==> src/hdl/dkrb_pkg.sv <==
// Shared types and constants for the debounced keyboard report builder.
// Used by every module under hdl/; depends on nothing.
package dkrb_pkg;

  localparam int RAW_BUTTONS      = 14;
  localparam int COUNT_W          = 3;
  localparam int KEY_W            = 8;
  localparam int MAX_SLOTS        = 6;
  localparam int LO_W             = 64;
  localparam int HI_W             = 48;
  localparam int CFG_W            = 64;
  localparam int CFG_IDX_W        = 2;
  localparam int IN_W             = 16;
  localparam int OUT_W            = 72;

  localparam int BUTTONS_DEF      = 14;
  localparam int FILTER_LIMIT_DEF = 4;
  localparam int KEY_SLOTS_DEF    = 6;

  // keycodes 0xE0..0xE7 are modifier keys
  localparam logic [4:0] MOD_KEY_PREFIX = 5'b11100;

  typedef enum logic [CFG_IDX_W-1:0] {
    REG_KEYCODES_LO  = 2'd0,
    REG_KEYCODES_HI  = 2'd1,
    REG_MODIFIERS_LO = 2'd2,
    REG_MODIFIERS_HI = 2'd3
  } cfg_reg_t;

  typedef struct packed {
    logic [HI_W-1:0] mm_hi;
    logic [LO_W-1:0] mm_lo;
    logic [HI_W-1:0] kc_hi;
    logic [LO_W-1:0] kc_lo;
  } key_map_t;

  // mods in the low byte, then slot 0 upward
  typedef struct packed {
    logic [MAX_SLOTS-1:0][KEY_W-1:0] keys;
    logic [KEY_W-1:0]                mods;
  } report_t;

endpackage

==> src/hdl/dkrb_debounce.sv <==
// Per-button integrating debounce counters and latched pressed state.
// Depends on dkrb_pkg.
module dkrb_debounce #(
  parameter int BUTTONS      = dkrb_pkg::BUTTONS_DEF,
  parameter int FILTER_LIMIT = dkrb_pkg::FILTER_LIMIT_DEF
) (
  input  logic                             clk,
  input  logic                             rst,
  input  logic                             step,
  input  logic [dkrb_pkg::RAW_BUTTONS-1:0] raw,
  output logic [BUTTONS-1:0]               latched_next
);

  localparam logic [dkrb_pkg::COUNT_W-1:0] LIMIT = dkrb_pkg::COUNT_W'(FILTER_LIMIT);

  logic [dkrb_pkg::COUNT_W-1:0] counts      [BUTTONS];
  logic [dkrb_pkg::COUNT_W-1:0] counts_next [BUTTONS];
  logic [BUTTONS-1:0]           latched;
  logic [BUTTONS-1:0]           pressed;

  genvar b;
  generate
    for (b = 0; b < BUTTONS; b++) begin : g_btn
      if (b < dkrb_pkg::RAW_BUTTONS) begin : g_raw
        assign pressed[b] = raw[b];
      end else begin : g_none
        assign pressed[b] = 1'b0;
      end

      always_comb begin
        counts_next[b] = counts[b];
        if (pressed[b] && counts[b] < LIMIT) begin
          counts_next[b] = counts[b] + 1'b1;
        end else if (!pressed[b] && counts[b] != '0) begin
          counts_next[b] = counts[b] - 1'b1;
        end
        latched_next[b] = latched[b];
        if (!latched[b] && counts_next[b] == LIMIT) begin
          latched_next[b] = 1'b1;
        end else if (latched[b] && counts_next[b] == '0) begin
          latched_next[b] = 1'b0;
        end
      end

      always_ff @(posedge clk) begin
        if (rst) begin
          counts[b]  <= '0;
          latched[b] <= 1'b0;
        end else if (step) begin
          counts[b]  <= counts_next[b];
          latched[b] <= latched_next[b];
        end
      end
    end
  endgenerate

endmodule

==> src/hdl/dkrb_report.sv <==
// Builds the modifier byte and compacted key slots from the latched buttons.
// Pure logic; depends on dkrb_pkg.
module dkrb_report #(
  parameter int BUTTONS   = dkrb_pkg::BUTTONS_DEF,
  parameter int KEY_SLOTS = dkrb_pkg::KEY_SLOTS_DEF
) (
  input  logic [BUTTONS-1:0]  latched,
  input  dkrb_pkg::key_map_t  key_map,
  output dkrb_pkg::report_t   report
);

  localparam int RANK_W = $clog2(BUTTONS + 1);

  logic [dkrb_pkg::KEY_W-1:0] kc    [BUTTONS];
  logic [dkrb_pkg::KEY_W-1:0] mm    [BUTTONS];
  logic [dkrb_pkg::KEY_W-1:0] mod_contrib [BUTTONS];
  logic [RANK_W-1:0]          rank  [BUTTONS];
  logic [BUTTONS-1:0]         ordinary;

  genvar b;
  generate
    for (b = 0; b < BUTTONS; b++) begin : g_btn
      localparam logic [BUTTONS-1:0] BELOW = BUTTONS'((17'd1 << b) - 17'd1);
      logic live;
      logic mod_key;

      if (b < 8) begin : g_lo
        assign kc[b] = key_map.kc_lo[8*b +: 8];
        assign mm[b] = key_map.mm_lo[8*b +: 8];
      end else if (b < dkrb_pkg::RAW_BUTTONS) begin : g_hi
        assign kc[b] = key_map.kc_hi[8*(b-8) +: 8];
        assign mm[b] = key_map.mm_hi[8*(b-8) +: 8];
      end else begin : g_none
        assign kc[b] = '0;
        assign mm[b] = '0;
      end

      // a zero keycode contributes nothing, not even its mask
      assign live        = latched[b] && (kc[b] != '0);
      assign mod_key     = (kc[b][7:3] == dkrb_pkg::MOD_KEY_PREFIX);
      assign ordinary[b] = live && !mod_key;
      assign mod_contrib[b] = !live ? '0 :
                              (mm[b] | (mod_key ? (8'd1 << kc[b][2:0]) : 8'd0));
      // slot position = ordinary keys on lower buttons
      assign rank[b] = RANK_W'($countones(ordinary & BELOW));
    end
  endgenerate

  always_comb begin
    report = '0;
    for (int i = 0; i < BUTTONS; i++) begin
      report.mods = report.mods | mod_contrib[i];
    end
    for (int j = 0; j < KEY_SLOTS; j++) begin
      for (int i = 0; i < BUTTONS; i++) begin
        if (ordinary[i] && rank[i] == RANK_W'(j)) begin
          report.keys[j] = report.keys[j] | kc[i];
        end
      end
    end
  end

endmodule

==> src/hdl/debounced_keyboard_report_builder.sv <==
// Top level: input register, config registers, debounce, report, output register.
// Depends on dkrb_pkg, dkrb_debounce and dkrb_report.
//
// One scan tick per word on s_axis; a word is accepted every cycle while the
// output side keeps up. A tick's result reaches the output register through the
// input register: the tick is held in the input register, then debounce
// update, report build and emit decision run in one pass into the output
// register. Ticks that yield no report leave no word on m_axis. When
// the output word is not taken, the input register takes at most one more
// tick and s_axis_tready then stays low until the word is taken. The keycode
// and modifier tables are written through
// cfg_we/cfg_index/cfg_data (0: keycodes 0-7, 1: keycodes 8-13, 2: modifiers
// 0-7, 3: modifiers 8-13, one byte per button, lowest button lowest).
module debounced_keyboard_report_builder #(
  parameter int BUTTONS      = dkrb_pkg::BUTTONS_DEF,
  parameter int FILTER_LIMIT = dkrb_pkg::FILTER_LIMIT_DEF,
  parameter int KEY_SLOTS    = dkrb_pkg::KEY_SLOTS_DEF
) (
  input  logic                           clk,
  input  logic                           rst,
  input  logic                           s_axis_tvalid,
  output logic                           s_axis_tready,
  // raw_levels[13:0], endpoint_ready[14], zero[15]
  input  logic [dkrb_pkg::IN_W-1:0]      s_axis_tdata,
  output logic                           m_axis_tvalid,
  input  logic                           m_axis_tready,
  // modifier_byte[7:0], key_one..key_six[55:8], debounced_buttons[69:56], zero[71:70]
  output logic [dkrb_pkg::OUT_W-1:0]     m_axis_tdata,
  input  logic                           cfg_we,
  input  logic [dkrb_pkg::CFG_IDX_W-1:0] cfg_index,
  input  logic [dkrb_pkg::CFG_W-1:0]     cfg_data
);

  localparam int RB = dkrb_pkg::RAW_BUTTONS;

  dkrb_pkg::key_map_t key_map;

  logic                  in_valid;
  logic [RB-1:0]         in_raw;
  logic                  in_ep_ready;
  logic                  advance;
  logic                  out_free;

  logic [BUTTONS-1:0]    latched_next;
  logic [RB-1:0]         deb;
  dkrb_pkg::report_t     report;
  logic                  nonempty;
  logic                  emit;
  logic                  active;
  logic                  active_next;

  logic                  out_valid;
  dkrb_pkg::report_t     out_report;
  logic [RB-1:0]         out_deb;

  // config registers
  always_ff @(posedge clk) begin
    if (rst) begin
      key_map <= '0;
    end else if (cfg_we) begin
      case (dkrb_pkg::cfg_reg_t'(cfg_index))
        dkrb_pkg::REG_KEYCODES_LO:  key_map.kc_lo <= cfg_data;
        dkrb_pkg::REG_KEYCODES_HI:  key_map.kc_hi <= cfg_data[dkrb_pkg::HI_W-1:0];
        dkrb_pkg::REG_MODIFIERS_LO: key_map.mm_lo <= cfg_data;
        dkrb_pkg::REG_MODIFIERS_HI: key_map.mm_hi <= cfg_data[dkrb_pkg::HI_W-1:0];
        default: ;
      endcase
    end
  end

  assign out_free      = !out_valid || m_axis_tready;
  assign advance       = in_valid && out_free;
  assign s_axis_tready = !in_valid || advance;

  // input register
  always_ff @(posedge clk) begin
    if (rst) begin
      in_valid <= 1'b0;
    end else if (s_axis_tready) begin
      in_valid <= s_axis_tvalid;
    end
  end

  always_ff @(posedge clk) begin
    if (s_axis_tvalid && s_axis_tready) begin
      in_raw      <= s_axis_tdata[RB-1:0];
      in_ep_ready <= s_axis_tdata[RB];
    end
  end

  dkrb_debounce #(
    .BUTTONS      (BUTTONS),
    .FILTER_LIMIT (FILTER_LIMIT)
  ) u_debounce (
    .clk          (clk),
    .rst          (rst),
    .step         (advance),
    .raw          (in_raw),
    .latched_next (latched_next)
  );

  dkrb_report #(
    .BUTTONS   (BUTTONS),
    .KEY_SLOTS (KEY_SLOTS)
  ) u_report (
    .latched (latched_next),
    .key_map (key_map),
    .report  (report)
  );

  genvar b;
  generate
    for (b = 0; b < RB; b++) begin : g_deb
      if (b < BUTTONS) begin : g_on
        assign deb[b] = latched_next[b];
      end else begin : g_off
        assign deb[b] = 1'b0;
      end
    end
  endgenerate

  // empty report goes out while active; active drops only once the host is ready
  assign nonempty = (report.mods != '0) || (report.keys[0] != '0);
  assign emit     = nonempty || active;

  always_comb begin
    active_next = active;
    if (nonempty) begin
      active_next = 1'b1;
    end else if (active && in_ep_ready) begin
      active_next = 1'b0;
    end
  end

  always_ff @(posedge clk) begin
    if (rst) begin
      active <= 1'b0;
    end else if (advance) begin
      active <= active_next;
    end
  end

  // output register
  always_ff @(posedge clk) begin
    if (rst) begin
      out_valid <= 1'b0;
    end else begin
      out_valid <= (out_valid && !m_axis_tready) || (advance && emit);
    end
  end

  always_ff @(posedge clk) begin
    if (advance && emit) begin
      out_report <= report;
      out_deb    <= deb;
    end
  end

  assign m_axis_tvalid = out_valid;
  assign m_axis_tdata  = {2'b00, out_deb, out_report};

  // an empty first slot means every slot is empty
  a_slots_compact: assert property (@(posedge clk) disable iff (rst)
    (m_axis_tvalid && out_report.keys[0] == '0) |-> (out_report.keys == '0))
    else $error("key slots not compacted");

  // an empty report is only loaded while the keyboard is active
  a_empty_needs_active: assert property (@(posedge clk) disable iff (rst)
    (advance && emit && !nonempty) |-> active)
    else $error("empty report while idle");

  // active only rises from a non-empty report
  a_active_rise: assert property (@(posedge clk) disable iff (rst)
    $rose(active) |-> ($past(advance) && $past(nonempty)))
    else $error("active set without a report");

endmodule

==> config.mk <==
export PLATFORM = sky130hd
export DESIGN_NAME = debounced_keyboard_report_builder
export DESIGN_NICKNAME = d
export VERILOG_FILES = /design/src/hdl/dkrb_pkg.sv /design/src/hdl/dkrb_debounce.sv /design/src/hdl/dkrb_report.sv /design/src/hdl/debounced_keyboard_report_builder.sv
export SDC_FILE = /design/constraint.sdc
export NUM_CORES = 1
export LEC_CHECK = 0
export BUFFER_PORTS_ARGS = -buffer_cell sky130_fd_sc_hd__buf_2
export CAP_MARGIN = 20
export CORE_UTILIZATION = 45
export DETAILED_ROUTE_END_ITERATION = 12
export PLACE_DENSITY = 0.71
export SLEW_MARGIN = 15
export SYNTH_ARGS = -nofsm -noshare
export SYNTH_HDL_FRONTEND = slang
export SYNTH_SLANG_ARGS = --single-unit
==> constraint.sdc <==
create_clock -name clk -period 24.9 [get_ports clk]
set_input_delay 3.735 -clock clk [delete_from_list [all_inputs] [get_ports clk]]
set_output_delay 3.735 -clock clk [all_outputs]
set_load 0.02 [all_outputs]
==> impl_metrics.yaml <==
worst_setup_path:
  cp-end-kind: "register"
  reg2reg_depth: 31
  regToRegSetupSlack_ns: 14.42
  slowest_stage: "fa_1"
  worst-path-stages: 31
  critPathKind: "register to register"
  arrival_ns: 10.69
  rr_endpoint: "m_axis_tdata[39]"
  critPathMostFrequentCell: "ha_1"
  cp_max_fo: 51
  startpoint_type: "register"
  required_ns: 25.11
  cp_top_family: "simple AND/OR/NAND/NOR gates"
  r2r-start: "u_debounce.counts[0][0]"
  max_stage_delay_ns: 0.84
  critPathBufInv: 6
finish:
  layout_commonest_cell: "nand2_1"
  final_cell_mix: "556 x nand2_1, 315 x a21oi_1, 241 x dfxtp_1, 160 x buf_2, 145 x nor2_1"
  area_delta_synth_final_pct: 13.8
  design_area_um2: 25000
  drive_above_1_share: 0.133
  nNetsFinal: 2949
  nFillCells: 4486
place:
  placed_area_um2: 23500
  post-place-ws_ns: 14.81
  dp_hpwl_um: 79900
  gp_congestion: 1.03
  port_buffers: 157
route:
  routed_wl_um: 108000
  via_count: 23500
  wl_met2_um: 46500
  drc: 1
  drt_iter0_drc: 3810
  via_per_inst: 6.85
  avgRoutedWirePerCell_um: 31.4
  dr.max_layer_used: "met4"
  firstDrtPassIters: 13
  antenna_left: 0
  wl_met1_um: 42300
  met3_wirelength_um: 11900
synth:
  synth.area.top_cells: "dfxtp_1 22%, edfxtp_1 17%, nand2_1 9.5%"
  ys_ff_latch: 368
  ys_types: 87
  ys.flop_type: "dfxtp_1"
  syn_avg_cell_area_um2: 8.12
  yosys.area.top_type: "dfxtp_1"
  ys.warnings.count: 0
  ys_seq_area_frac: 0.394
  syn-cell-area_um2: 21900
  async_flop_share: 0
  synth_edf_count: 127
  yosys.area.top_type_share: 0.220
  synthCells: 2704
grt:
  globalRouteOverflowTotal: 0
  antenna_found_initial: 2
  grt_pass1_wl_um: 152000
  first_global_vias: 22100
  grt_max_degree: 95
  grtUsageTotal: 0.424
clock_network:
  insertion_delay_ns: 0.60
  clk_path_buf_depth: 3
  cts_sinks: 368
  clk_pin_slew_ns: 0.06
  htree_levels: 2
  cts_tree: "yes"
  clockRootBuffer: "clkbuf_16"
  cts_hold_buf: 0
  cts-resized-gates: 0
  cts_buffers: 42
  post_cts_buffers: 0
power:
  p_leak_uw: 0.00918
  finalPower_uw: 1780
  power.density_nw_per_um2: 71.4
  ir_drop_uv: 66.1
sta:
  finalMaxSlewViolations: 0
  relSlewSlack: 0.149
  finalSetupViolCount: 0
  min_period_over_period: 0.421
  min_period_ns: 10.48
  timing_hold_violations_final: 0
  tightest_slew_ns: 1.26
  worst_slack_ns: 14.42
  grt_setup_unrepaired: "no"
  hold_ws_ns: 0.457
  finClkSkew_ns: 0.0375
  tns_ns: 0
  fmax_mhz: 95.4
floorplanning:
  core_um2: 47900
  dieArea_um2: 49700
  initial_utilization: 0.458
  pin_count: 161
  dieHeight_um: 223
  die_w_um: 223
  num_rows: 80
flow_run:
  maxCapViolCount: 0
status:
  failed_checks: "DRC"
  status: "finished, violations left"
hold_path:
  worstHoldEndpoint: "key_map[209]"
  min_from: "key_map[209]"
  min_path_type: "register to register"
  whs_path_depth: 2
-- through the flow --
step / std cells / util
final: 3432 / 0.521
after global routing: 3429 / 0.520
after CTS: 3423 / 0.519
after detailed placement: 3347 / 0.490
after global placement: 3342 / 0.489
after floorplan: 2705 / -
-- worst max-delay path by stage --
stage	start	endpoint	slack (ns)
after floorplan	u_debounce.counts[0][0]	m_axis_tdata[0]	15.63
after global placement	u_debounce.counts[0][0]	m_axis_tdata[32]	15.02
after detailed placement	u_debounce.counts[0][3]	m_axis_tdata[32]	14.81
after CTS	u_debounce.counts[0][0]	m_axis_tdata[47]	14.74
after global routing	u_debounce.counts[0][0]	m_axis_tdata[47]	13.99
final	u_debounce.counts[0][0]	m_axis_tdata[39]	14.42
-- Yosys cell counts (46+ instances only) --
cell	count
a21oi_1	315
a222oi_1	66
a22oi_1	91
a31oi_1	48
clkbuf_1	176
dfxtp_1	241
edfxtp_1	127
ha_1	67
inv_1	128
nand2_1	556
nand3_1	49
nor2_1	147
nor2b_1	55
nor3_1	46
nor4_1	46
-- metal layers --
layer,vias up,global-route usage
li1,10100,-
met1,11500,0.545
met2,1585,0.639
met3,392,0.107
met4,0,0.255
met5,-,0
-- worst min-delay path: stages, from the launching register on --
cell and delay, ns:
dfxtp_1 0.31, nand2_1 0.05, a21oi_1 0.05
-- flip-flops by register name, summed over array words and instances, names as in the netlist --
| signal | flops |
|---|---|
| in_ep_ready | 1 |
| m_axis_tdata | 56 |
| m_axis_tvalid | 1 |
| key_map | 224 |
| out_deb | 14 |
| u_debounce.counts | 42 |
| active | 1 |
| in_raw | 14 |
| in_valid | 1 |
| u_debounce.latched | 14 |
-- where the power goes --
group | internal (µW) | switching, µW | leakage, µW | total (µW)
Sequential | 677 | 43.6 | 0.00317 | 720
Clock | 363 | 267 | 0.000688 | 630
Combinational | 127 | 304 | 0.00532 | 431
Total | 1170 | 614 | 0.00918 | 1780
-- kinds of logic (layout without fill, tap and decap cells) --
family	Yosys count	in the layout	share of synthesized area
buf+inv	335	443	0.0587
compound gates	779	779	0.243
xor+xnor	23	23	0.00918
other cells	1	6	0.000171
mux	23	23	0.0108
simple gates	1094	1094	0.234
fa+ha+maj	81	81	0.0510
flops	368	368	0.394
-- final cells by class --
type	count	area, µm²	share of cell area
flip-flops and latches	368	8640	0.346
clock buffers	60	1250	0.0503
repair buffers	238	1420	0.0570
multi-input cells	2002	12200	0.490
diodes	4	10.0	0.000401
inverters	129	484	0.0194
well taps	615	769	0.0308
clock inverters	16	146	0.00586
Note: power is estimated with default switching activity, not from simulation.
